$ cat config.mk
export PLATFORM = sky130hd
export DESIGN_NAME = wav_header_parser_top
export DESIGN_NICKNAME = d
export VERILOG_FILES = /design/src/hdl/wavp_pkg.sv /design/src/hdl/wavp_in_reg.sv /design/src/hdl/wavp_parse.sv /design/src/hdl/wav_header_parser_top.sv
export SDC_FILE = /design/constraint.sdc
export NUM_CORES = 2
export LEC_CHECK = 0
export BUFFER_PORTS_ARGS = -buffer_cell sky130_fd_sc_hd__buf_4
export CORE_UTILIZATION = 50
export CTS_CLUSTER_DIAMETER = 60
export DETAILED_ROUTE_END_ITERATION = 10
export GPL_ROUTABILITY_DRIVEN = 1
export HOLD_SLACK_MARGIN = 0.06
export PLACE_DENSITY = 0.67
export SETUP_SLACK_MARGIN = 0.02
export SLEW_MARGIN = 0
export SYNTH_ARGS = -nofsm -noshare
export SYNTH_HDL_FRONTEND = slang
export SYNTH_HIERARCHICAL = 1
export SYNTH_SLANG_ARGS = --single-unit
$ cat constraint.sdc
create_clock -name clk -period 22.8 [get_ports clk]
set_input_delay 4.56 -clock clk [delete_from_list [all_inputs] [get_ports clk]]
set_output_delay 4.56 -clock clk [all_outputs]
set_load 0.05 [all_outputs]
$ cat src/hdl/wavp_pkg.sv
// ----------------------------------------------------------------------------
// wavp_pkg
// Shared types and constants for the WAV header parser: word layouts of the
// byte channel and the result channel, RIFF tags and status codes.
// ----------------------------------------------------------------------------
`default_nettype none

package wavp_pkg;

  // Input word: one file byte with its framing
  typedef struct packed {
    logic [7:0]  data_byte;
    logic        first_byte;
    logic [31:0] file_length;
    logic        load_failed;
  } wavp_in_t;

  // Result word: one per input byte
  typedef struct packed {
    logic [7:0]  payload_byte;
    logic        payload_valid;
    logic        done_res;
    logic [3:0]  status;
    logic [15:0] format_code;
    logic [15:0] channel_count;
    logic [31:0] sample_rate;
    logic [15:0] sample_bits;
    logic [15:0] play_mask;
    logic [31:0] payload_length;
  } wavp_out_t;

  // Chunk tags, little-endian as they arrive
  localparam logic [31:0] TAG_RIFF = 32'h4646_4952;
  localparam logic [31:0] TAG_FMT  = 32'h2074_6D66;
  localparam logic [31:0] TAG_DATA = 32'h6174_6164;

  // Size limits
  localparam logic [31:0] WAV_MIN_LEN = 32'd44;
  localparam logic [32:0] WALK_START  = 33'd12;
  localparam logic [31:0] FMT_MIN_LEN = 32'd16;
  localparam logic [31:0] SHORT_LEN   = 32'd4;

  // Player format mask bits
  localparam logic [15:0] MASK_PLAY   = 16'h1000;
  localparam logic [15:0] MASK_BITS16 = 16'h0001;
  localparam logic [15:0] MASK_MONO   = 16'h0010;
  localparam logic [15:0] MASK_STEREO = 16'h0020;

  // Final status codes
  localparam logic [3:0] ST_BUSY     = 4'd0;
  localparam logic [3:0] ST_OK       = 4'd1;
  localparam logic [3:0] ST_EMPTY    = 4'd2;
  localparam logic [3:0] ST_FAILED   = 4'd3;
  localparam logic [3:0] ST_SHORT    = 4'd4;
  localparam logic [3:0] ST_NOT_RIFF = 4'd5;
  localparam logic [3:0] ST_TOO_SMALL = 4'd6;
  localparam logic [3:0] ST_BAD_FMT  = 4'd7;
  localparam logic [3:0] ST_NO_FMT   = 4'd8;
  localparam logic [3:0] ST_NO_DATA  = 4'd9;

endpackage

`default_nettype wire

$ cat src/hdl/wavp_in_reg.sv
// ----------------------------------------------------------------------------
// wavp_in_reg
// Input register: captures one byte word and holds it until the parser
// takes it into the result register.
// ----------------------------------------------------------------------------
`default_nettype none

module wavp_in_reg (
  input  wire logic              clk,
  input  wire logic              rst_n,
  input  wire logic              in_valid,
  output logic                   in_stall,
  input  wire wavp_pkg::wavp_in_t in_data,
  input  wire logic              advance,
  output logic                   s1_valid,
  output wavp_pkg::wavp_in_t     s1_data
);
  import wavp_pkg::*;

  logic     valid_r, valid_nxt;
  wavp_in_t data_r;
  logic     take;

  // Stall only while a held word cannot move on
  assign in_stall = valid_r && !advance;
  assign take     = in_valid && !in_stall;

  // Fill on accept, drain on advance
  always_comb begin
    if (take) begin
      valid_nxt = 1'b1;
    end else if (advance) begin
      valid_nxt = 1'b0;
    end else begin
      valid_nxt = valid_r;
    end
  end

  always_ff @(posedge clk) begin
    if (!rst_n) begin
      valid_r <= 1'b0;
    end else begin
      valid_r <= valid_nxt;
    end
  end

  // Payload holds without reset
  always_ff @(posedge clk) begin
    if (take) begin
      data_r <= in_data;
    end
  end

  assign s1_valid = valid_r;
  assign s1_data  = data_r;

endmodule

`default_nettype wire

$ cat src/hdl/wavp_parse.sv
// ----------------------------------------------------------------------------
// wavp_parse
// Parse state and per-byte logic: header checks, chunk walk, fmt field
// capture, chunk skip and payload pass-through. State advances on step.
// ----------------------------------------------------------------------------
`default_nettype none

module wavp_parse (
  input  wire logic               clk,
  input  wire logic               rst_n,
  input  wire logic               step,
  input  wire wavp_pkg::wavp_in_t item,
  output wavp_pkg::wavp_out_t     result
);
  import wavp_pkg::*;

  // Parse phases
  localparam logic [2:0] PH_IDLE = 3'd0;
  localparam logic [2:0] PH_HEAD = 3'd1;
  localparam logic [2:0] PH_CHDR = 3'd2;
  localparam logic [2:0] PH_FMT  = 3'd3;
  localparam logic [2:0] PH_SKIP = 3'd4;
  localparam logic [2:0] PH_PAY  = 3'd5;
  localparam logic [2:0] PH_DONE = 3'd6;

  // Chunk kinds
  localparam logic [1:0] KIND_OTHER = 2'd0;
  localparam logic [1:0] KIND_FMT   = 2'd1;
  localparam logic [1:0] KIND_DATA  = 2'd2;

  localparam logic [32:0] WALK_LAST = WALK_START - 33'd1;

  logic [2:0]  phase_r,  phase_nxt,  phase_b;
  logic [32:0] offset_r, offset_nxt, offset_b;
  logic [31:0] tag_r,    tag_nxt,    tag_b;
  logic [31:0] len_r,    len_nxt,    len_b;
  logic [31:0] skip_r,   skip_nxt,   skip_b;
  logic [31:0] fmtlen_r, fmtlen_nxt, fmtlen_b;
  logic [15:0] format_r, format_nxt, format_b;
  logic [15:0] chan_r,   chan_nxt,   chan_b;
  logic [31:0] rate_r,   rate_nxt,   rate_b;
  logic [15:0] bits_r,   bits_nxt,   bits_b;
  logic [31:0] audio_r,  audio_nxt,  audio_b;
  logic [3:0]  status_r, status_nxt, status_b;
  logic [2:0]  hdr_r,    hdr_nxt,    hdr_b;
  logic [31:0] body_r,   body_nxt,   body_b;
  logic [1:0]  kind_r,   kind_nxt,   kind_b;
  logic [31:0] total_r,  total_nxt,  total_b;

  logic        first;
  logic [32:0] next_pos;
  logic [32:0] flen;
  logic [33:0] flen_w;
  logic [31:0] tag_sh;
  logic [31:0] len_sh;
  logic        walk_end;
  logic [33:0] chunk_end;
  logic        fmt_over;
  logic        data_over;
  logic        next_past;
  logic [32:0] data_tail;
  logic [31:0] data_len;
  logic        skip_end;
  logic        body_last;
  logic        done;
  logic        pv;
  logic [15:0] mask;

  // Start from cleared state on the first byte of a file
  assign first    = item.first_byte;
  assign phase_b  = first ? PH_HEAD : phase_r;
  assign offset_b = first ? 33'd0 : offset_r;
  assign tag_b    = first ? 32'd0 : tag_r;
  assign len_b    = first ? 32'd0 : len_r;
  assign skip_b   = first ? 32'd0 : skip_r;
  assign fmtlen_b = first ? 32'd0 : fmtlen_r;
  assign format_b = first ? 16'd0 : format_r;
  assign chan_b   = first ? 16'd1 : chan_r;
  assign rate_b   = first ? 32'd0 : rate_r;
  assign bits_b   = first ? 16'd0 : bits_r;
  assign audio_b  = first ? 32'd0 : audio_r;
  assign status_b = first ? ST_BUSY : status_r;
  assign hdr_b    = first ? 3'd0 : hdr_r;
  assign body_b   = first ? 32'd0 : body_r;
  assign kind_b   = first ? KIND_OTHER : kind_r;
  assign total_b  = first ? 32'd0 : total_r;

  // Shift in the new byte, low byte first
  assign tag_sh = {item.data_byte, tag_b[31:8]};
  assign len_sh = {item.data_byte, len_b[31:8]};

  // Position arithmetic, wide enough never to wrap
  assign next_pos  = offset_b + 33'd1;
  assign flen      = {1'b0, item.file_length};
  assign flen_w    = {2'b00, item.file_length};
  assign walk_end  = ({1'b0, next_pos} + 34'd7) >= flen_w;
  assign chunk_end = {1'b0, next_pos} + {2'b00, len_sh};
  assign fmt_over  = chunk_end >= flen_w;
  assign data_over = chunk_end > flen_w;
  assign skip_end  = (chunk_end + 34'd7) >= flen_w;
  assign next_past = next_pos > flen;
  assign data_tail = flen - next_pos;
  assign body_last = ({1'b0, body_b} + 33'd1) >= {1'b0, fmtlen_b};

  // Clamp the data chunk to the file end
  always_comb begin
    if (!data_over) begin
      data_len = len_sh;
    end else if (next_past) begin
      data_len = 32'd0;
    end else begin
      data_len = data_tail[31:0];
    end
  end

  // Advance the parse by one byte
  always_comb begin
    phase_nxt  = phase_b;
    offset_nxt = offset_b;
    tag_nxt    = tag_b;
    len_nxt    = len_b;
    skip_nxt   = skip_b;
    fmtlen_nxt = fmtlen_b;
    format_nxt = format_b;
    chan_nxt   = chan_b;
    rate_nxt   = rate_b;
    bits_nxt   = bits_b;
    audio_nxt  = audio_b;
    status_nxt = status_b;
    hdr_nxt    = hdr_b;
    body_nxt   = body_b;
    kind_nxt   = kind_b;
    total_nxt  = total_b;
    done       = 1'b0;
    pv         = 1'b0;

    if (phase_b >= PH_HEAD && phase_b <= PH_SKIP) begin
      if (item.load_failed) begin
        status_nxt = ST_FAILED;
        phase_nxt  = PH_DONE;
        done       = 1'b1;
      end else begin
        tag_nxt    = tag_sh;
        offset_nxt = next_pos;
        unique case (phase_b)
          PH_HEAD: begin
            priority if (offset_b == 33'd0 && item.file_length < SHORT_LEN) begin
              status_nxt = ST_SHORT;
              phase_nxt  = PH_DONE;
              done       = 1'b1;
            end else if (offset_b == 33'd3) begin
              priority if (tag_sh != TAG_RIFF) begin
                status_nxt = ST_NOT_RIFF;
                phase_nxt  = PH_DONE;
                done       = 1'b1;
              end else if (item.file_length <= WAV_MIN_LEN) begin
                status_nxt = ST_TOO_SMALL;
                phase_nxt  = PH_DONE;
                done       = 1'b1;
              end else begin
              end
            end else if (offset_b == WALK_LAST) begin
              if (walk_end) begin
                status_nxt = ST_NO_DATA;
                phase_nxt  = PH_DONE;
                done       = 1'b1;
              end else begin
                phase_nxt = PH_CHDR;
                hdr_nxt   = 3'd0;
              end
            end else begin
            end
          end
          PH_CHDR: begin
            if (!hdr_b[2]) begin
              // Tag bytes: classify on the last one
              hdr_nxt = hdr_b + 3'd1;
              if (hdr_b == 3'd3) begin
                priority if (tag_sh == TAG_FMT && fmtlen_b == 32'd0) begin
                  kind_nxt = KIND_FMT;
                end else if (tag_sh == TAG_DATA) begin
                  kind_nxt = KIND_DATA;
                  if (fmtlen_b == 32'd0) begin
                    hdr_nxt    = hdr_b;
                    status_nxt = ST_NO_FMT;
                    phase_nxt  = PH_DONE;
                    done       = 1'b1;
                  end
                end else begin
                  kind_nxt = KIND_OTHER;
                end
              end
            end else begin
              // Length bytes: act on the last one
              len_nxt = len_sh;
              if (hdr_b != 3'd7) begin
                hdr_nxt = hdr_b + 3'd1;
              end else begin
                unique case (kind_b)
                  KIND_FMT: begin
                    if (len_sh < FMT_MIN_LEN || fmt_over) begin
                      status_nxt = ST_BAD_FMT;
                      phase_nxt  = PH_DONE;
                      done       = 1'b1;
                    end else begin
                      fmtlen_nxt = len_sh;
                      body_nxt   = 32'd0;
                      phase_nxt  = PH_FMT;
                    end
                  end
                  KIND_DATA: begin
                    total_nxt = data_len;
                    audio_nxt = data_len;
                    done      = 1'b1;
                    if (data_len == 32'd0) begin
                      status_nxt = ST_EMPTY;
                      phase_nxt  = PH_DONE;
                    end else begin
                      status_nxt = ST_OK;
                      phase_nxt  = PH_PAY;
                    end
                  end
                  default: begin
                    priority if (skip_end) begin
                      status_nxt = ST_NO_DATA;
                      phase_nxt  = PH_DONE;
                      done       = 1'b1;
                    end else if (len_sh == 32'd0) begin
                      hdr_nxt = 3'd0;
                    end else begin
                      skip_nxt  = len_sh;
                      phase_nxt = PH_SKIP;
                    end
                  end
                endcase
              end
            end
          end
          PH_FMT: begin
            // Capture fields at their last byte
            if (body_b == 32'd1) begin
              format_nxt = tag_sh[31:16];
            end else if (body_b == 32'd3) begin
              chan_nxt = tag_sh[31:16];
            end else if (body_b == 32'd7) begin
              rate_nxt = tag_sh;
            end else if (body_b == 32'd15) begin
              bits_nxt = tag_sh[31:16];
            end
            if (body_last) begin
              if (walk_end) begin
                status_nxt = ST_NO_DATA;
                phase_nxt  = PH_DONE;
                done       = 1'b1;
              end else begin
                phase_nxt = PH_CHDR;
                hdr_nxt   = 3'd0;
              end
            end else begin
              body_nxt = body_b + 32'd1;
            end
          end
          default: begin
            // Skip the rest of an unwanted chunk
            skip_nxt = skip_b - 32'd1;
            if (skip_b == 32'd1) begin
              phase_nxt = PH_CHDR;
              hdr_nxt   = 3'd0;
            end
          end
        endcase
      end
    end else if (phase_b == PH_PAY) begin
      // Pass a payload byte
      pv        = 1'b1;
      audio_nxt = audio_b - 32'd1;
      if (audio_b == 32'd1) begin
        phase_nxt = PH_DONE;
      end
    end
  end

  // Player format mask from the updated fields
  assign mask = MASK_PLAY | ((bits_nxt == 16'd8) ? 16'd0 : MASK_BITS16) |
                ((chan_nxt == 16'd1) ? MASK_MONO : MASK_STEREO);

  always_comb begin
    result.payload_byte   = pv ? item.data_byte : 8'd0;
    result.payload_valid  = pv;
    result.done_res       = done;
    result.status         = status_nxt;
    result.format_code    = format_nxt;
    result.channel_count  = chan_nxt;
    result.sample_rate    = rate_nxt;
    result.sample_bits    = bits_nxt;
    result.play_mask      = mask;
    result.payload_length = total_nxt;
  end

  // State registers
  always_ff @(posedge clk) begin
    if (!rst_n) begin
      phase_r  <= PH_IDLE;
      offset_r <= '0;
      tag_r    <= '0;
      len_r    <= '0;
      skip_r   <= '0;
      fmtlen_r <= '0;
      format_r <= '0;
      chan_r   <= 16'd1;
      rate_r   <= '0;
      bits_r   <= '0;
      audio_r  <= '0;
      status_r <= ST_BUSY;
      hdr_r    <= '0;
      body_r   <= '0;
      kind_r   <= KIND_OTHER;
      total_r  <= '0;
    end else if (step) begin
      phase_r  <= phase_nxt;
      offset_r <= offset_nxt;
      tag_r    <= tag_nxt;
      len_r    <= len_nxt;
      skip_r   <= skip_nxt;
      fmtlen_r <= fmtlen_nxt;
      format_r <= format_nxt;
      chan_r   <= chan_nxt;
      rate_r   <= rate_nxt;
      bits_r   <= bits_nxt;
      audio_r  <= audio_nxt;
      status_r <= status_nxt;
      hdr_r    <= hdr_nxt;
      body_r   <= body_nxt;
      kind_r   <= kind_nxt;
      total_r  <= total_nxt;
    end
  end

endmodule

`default_nettype wire

$ cat src/hdl/wav_header_parser_top.sv
// ----------------------------------------------------------------------------
// wav_header_parser_top
// WAV header parser: walks a RIFF/WAV byte stream, captures the fmt fields
// and passes the clamped data payload, one result word per input byte.
// ----------------------------------------------------------------------------
// Each accepted byte waits in the input register; its result word then goes
// to the result register. One byte per cycle unless out_stall holds it; each
// byte updates the parse registers in a single pass between the two registers.
// Reset: synchronous, active low; clears both registers' valid flags and
// returns the parser to idle, where bytes before a first byte show busy.
`default_nettype none

module wav_header_parser_top (
  input  wire logic                clk,
  input  wire logic                rst_n,
  input  wire logic                in_valid,
  output logic                     in_stall,
  input  wire wavp_pkg::wavp_in_t  in_data,
  output logic                     out_valid,
  input  wire logic                out_stall,
  output wavp_pkg::wavp_out_t      out_data
);
  import wavp_pkg::*;

  logic      advance;
  logic      s1_valid;
  wavp_in_t  s1_data;
  logic      step;
  wavp_out_t result;
  logic      out_valid_r, out_valid_nxt;
  wavp_out_t out_data_r;

  // Result register frees up when empty or being taken
  assign advance = !out_valid_r || !out_stall;
  assign step    = s1_valid && advance;

  wavp_in_reg u_in_reg (
    .clk      (clk),
    .rst_n    (rst_n),
    .in_valid (in_valid),
    .in_stall (in_stall),
    .in_data  (in_data),
    .advance  (advance),
    .s1_valid (s1_valid),
    .s1_data  (s1_data)
  );

  wavp_parse u_parse (
    .clk    (clk),
    .rst_n  (rst_n),
    .step   (step),
    .item   (s1_data),
    .result (result)
  );

  // Load on step, hold while stalled, drop once taken
  assign out_valid_nxt = step || (out_valid_r && out_stall);

  always_ff @(posedge clk) begin
    if (!rst_n) begin
      out_valid_r <= 1'b0;
    end else begin
      out_valid_r <= out_valid_nxt;
    end
  end

  always_ff @(posedge clk) begin
    if (step) begin
      out_data_r <= result;
    end
  end

  assign out_valid = out_valid_r;
  assign out_data  = out_data_r;

  // Payload bytes only flow after an audio-ok decision
  a_pay_ok : assert property (@(posedge clk) disable iff (!rst_n)
    out_valid_r && out_data_r.payload_valid |-> out_data_r.status == ST_OK)
    else $error("payload byte without audio-ok status");

  // A decision never reports busy
  a_done_status : assert property (@(posedge clk) disable iff (!rst_n)
    out_valid_r && out_data_r.done_res |-> out_data_r.status != ST_BUSY)
    else $error("done flagged with busy status");

  // Non-payload words carry a zero byte
  a_pay_zero : assert property (@(posedge clk) disable iff (!rst_n)
    out_valid_r && !out_data_r.payload_valid |-> out_data_r.payload_byte == 8'd0)
    else $error("stray payload byte");

  // A parsed byte always lands in the result register
  a_step_lands : assert property (@(posedge clk) disable iff (!rst_n)
    step |=> out_valid_r)
    else $error("parsed byte lost");

  // Input stalls only when the result side is full and stalled
  a_stall_cause : assert property (@(posedge clk) disable iff (!rst_n)
    in_stall |-> s1_valid && out_valid_r && out_stall)
    else $error("input stalled without back-pressure");

endmodule

`default_nettype wire
==> results.py <==
metrics = {
    "sta": {
        "finalSetupTns_ns": 0,
        "clock_skew_ns": 0.0285,
        "period_share_pct": 49.6,
        "whs_ns": 0.466,
        "setup_viol_count_final": 0,
        "worst_pin_slew_ns": 1.27,
        "finalMaxSlewViolations": 0,
        "rsz0062_at_grt": "no",
        "fmax_mhz": 88.5,
        "setup_slack_ns": 11.49,
        "max_slew_margin_pct": 15.5,
        "hold_viol_final": 0,
        "layout_min_cycle_time_ns": 11.31,
    },
    "cells_and_area": {
        "syn2layout_area_growth_pct": 11.9,
        "n_fill_cell": 6558,
        "layout-drive-gt1-share_pct": 10.3,
        "nets": 4733,
    },
    "setup_path": {
        "cp_slowest_stage_delay_ns": 0.92,
        "worstSetupPathType": "register to register",
        "endpoint_kind": "register",
        "worstPathArrival_ns": 11.76,
        "required_ns": 23.25,
        "cp_num_cells": 31,
        "slowest_stage": "nand4_1",
        "crit_family": "simple AND/OR/NAND/NOR gates",
        "cp-start-kind": "register",
        "critPathBufInv": 4,
        "critPathMostFrequentCell": "ha_1",
        "r2r_cells": 31,
        "path_max_fanout": 72,
    },
    "floorplan": {
        "num_rows": 97,
        "coreArea_mm2": 0.0703,
        "die_x_um": 269,
        "initial_core_util_pct": 50.7,
        "die_area_mm2": 0.0723,
        "io-pin-count": 190,
        "fp.dieH_um": 269,
    },
    "synthesis": {
        "synth_seq_cells": 519,
        "synth_edf_count": 184,
        "synth_xor_area_share_pct": 4.22,
        "syn_avg_cell_area_um2": 8.09,
        "yosys.cell_types.count": 94,
        "ys_async_sr_fraction_pct": 0,
        "yosys_warnings": 6,
        "synth_compound_area_share_pct": 21.5,
        "yosysSeqAreaShare_pct": 34.3,
        "synth.area.mux_share_pct": 2.87,
        "synthCells": 4405,
        "netlist_area_mm2": 0.0356,
        "synth_simple_gate_area_share_pct": 23.6,
        "synth_top_family_by_area": "simple AND/OR/NAND/NOR gates",
        "synthAdderAreaFrac_pct": 8.57,
        "synth_ff_type": "dfxtp_1",
    },
    "clock_network": {
        "hold_buffers": 0,
        "clk_path_buf_depth": 3,
        "cts_tree": "done",
        "path_clk_slew_ns": 0.06,
        "cts.repair.resized": 0,
        "cts_root_buf": "clkbuf_16",
        "clock-sinks": 519,
        "cts_buffers": 66,
        "insertion_delay_ns": 0.63,
        "htreeDepth": 3,
        "cts_setup_buffers": 0,
    },
    "place": {
        "io_buffers": 189,
        "gp_congestion": 1.05,
        "dpl.hpwl_um": 95000,
        "place_ws_ns": 11.78,
    },
    "global_routing": {
        "grt_max_degree": 153,
        "grt_use_met1_pct": 46.5,
        "grt_overflow": 0,
        "met2_usage_pct": 54.7,
        "grt_pass1_wl_um": 194000,
        "grt_antenna_before_repair": 2,
        "grt.met3_usage_pct": 5.85,
        "grt.busiest_layer": "met2",
        "grt_use_total_pct": 35.2,
        "grt_pass1_vias": 31495,
    },
    "pwr": {
        "vdd_drop_max_mv": 0.0557,
        "power_density_mw_per_mm2": 60.3,
        "p_leak_nw": 15.8,
    },
    "drt": {
        "firstDrtPassIters": 7,
        "antenna_left": 0,
        "vias_per_cell": 6.44,
        "wl_per_cell_um": 24.0,
        "routed_wl_um": 131000,
        "drt_iter0_markers": 4227,
        "via_count": 35035,
        "drcViolationCount": 0,
    },
    "hold_path": {
        "hp-class": "register to register",
        "holdPathStages": 2,
    },
    "run": {
        "max-cap-violations": 0,
    },
    "run_status": {
        "status": "complete, no violations",
    },
}
==> layer usage <==
layer | wire (µm) | part of all wire, %
met5 | 0 | 0
met4 | 7690 | 5.9
met3 | 11000 | 8.4
met2 | 58300 | 45
met1 | 53800 | 41
==> state kept, by name, summed over array words and instances, names as in the netlist, 24 cells and up <==
register and count:
u_parse/total_r 32, u_parse/body_r 32, u_parse/skip_r 32, out_data 142, u_in_reg/s1_data 42, u_parse/len_r 24, u_parse/audio_r 32, u_parse/tag_r 24
u_parse/offset_r 33, u_parse/rate_r 32, u_parse/fmtlen_r 32
==> cell usage after synthesis, drive strengths merged (83+ instances only) <==
cell | count | area share [%]
nand3 | 117 | 1.7
a21oi | 334 | 4.7
nor4 | 85 | 1.6
a22oi | 132 | 2.8
o21ai | 216 | 3.0
inv | 149 | 1.6
mux2i | 83 | 2.4
nor2 | 619 | 6.5
nor3 | 163 | 2.3
clkbuf | 226 | 2.4
nand2 | 378 | 4.0
xnor2 | 105 | 2.6
edfxtp | 184 | 16
dfxtp | 335 | 19
ha | 241 | 8.5
==> worst register-to-register path: cells and delay by family (launching register included) <==
kind                       cells  cell delay (ns)
AOI/OAI and AO/OA              9             2.71
buffers and inverters          4             1.04
DFF                            1             0.49
adders and majority gates      3             1.08
and+or+nand+nor               10             4.02
muxes                          2             0.84
xor gates and xnor gates       3             0.96
==> kinds of logic after synthesis <==
family                   after synthesis
XOR/XNOR                             171
AND/OR/NAND/NOR                     1752
other                                  2
adder cells (fa/ha/maj)              243
buffers and inverters                446
flip-flops                           519
AO/OA/AOI/OAI                       1173
multiplexers                          99
==> cells in the final DEF, fill, tap and decap left out, types with 24 or more instances in the layout <==
master	count
nand3_1	116
o211ai_1	33
nand4_1	74
nor2_1	615
a21o_1	76
nor3_1	161
a221oi_1	27
ha_1	241
buf_4	255
and2_1	30
xor2_1	65
a31oi_1	52
edfxtp_1	184
and3_1	39
xnor2_1	105
o21a_1	24
nor2b_1	77
a22oi_1	132
nand2b_1	25
nand2_1	377
dfxtp_1	335
nor4_1	80
or4_1	24
mux2i_1	82
inv_1	145
a21oi_1	334
a211oi_1	54
o21ai_0	205
clkbuf_16	67
==> area by class of cell <==
class                      count  area, µm²  area share, %
multi-input combinational   3451      21800           54.6
sequential                   519      12200           30.7
timing repair buffer         256       1930           4.85
clock buffer                  84       1760           4.42
tap                          940       1180           2.95
inverter                     150        581           1.46
clock inverter                38        430           1.08
antenna                        3       7.51         0.0188
==> stage by stage <==
stage / utilization [%] / std cells / area [µm²] / power (W)
floorplan: - / 4416 / 35700 / 0.00125
global placement: 53.6 / 5316 / 37700 / 0.00136
detailed placement: 53.6 / 5316 / 37700 / 0.00136
CTS: 56.7 / 5438 / 39900 / 0.00241
global route: 56.7 / 5438 / 39900 / 0.00247
finish: 56.7 / 5441 / 39900 / 0.00240
==> worst paths after layout <==
kind                                                      start                         endpoint  slack, ns
worst max register to register   u_in_reg/s1_data[33]$_DFFE_PP_  u_parse/skip_r[18]$_SDFFE_PN0P_      11.49
worst min-delay path            u_parse/total_r[6]$_SDFFE_PN0P_  u_parse/total_r[6]$_SDFFE_PN0P_       0.47
worst min register to register  u_parse/total_r[6]$_SDFFE_PN0P_  u_parse/total_r[6]$_SDFFE_PN0P_       0.47
worst max-delay path             u_in_reg/s1_data[33]$_DFFE_PP_  u_parse/skip_r[18]$_SDFFE_PN0P_      11.49
==> power by group <==
| part | internal, W | switching, W | total [W] |
|---|---|---|---|
| Clock | 0.000606 | 0.000445 | 0.00105 |
| Sequential | 0.000987 | 0.0000222 | 0.00101 |
| Combinational | 0.0000982 | 0.000244 | 0.000342 |
| Total | 0.00169 | 0.000711 | 0.00240 |
Note: power is estimated with default switching activity, not from simulation.
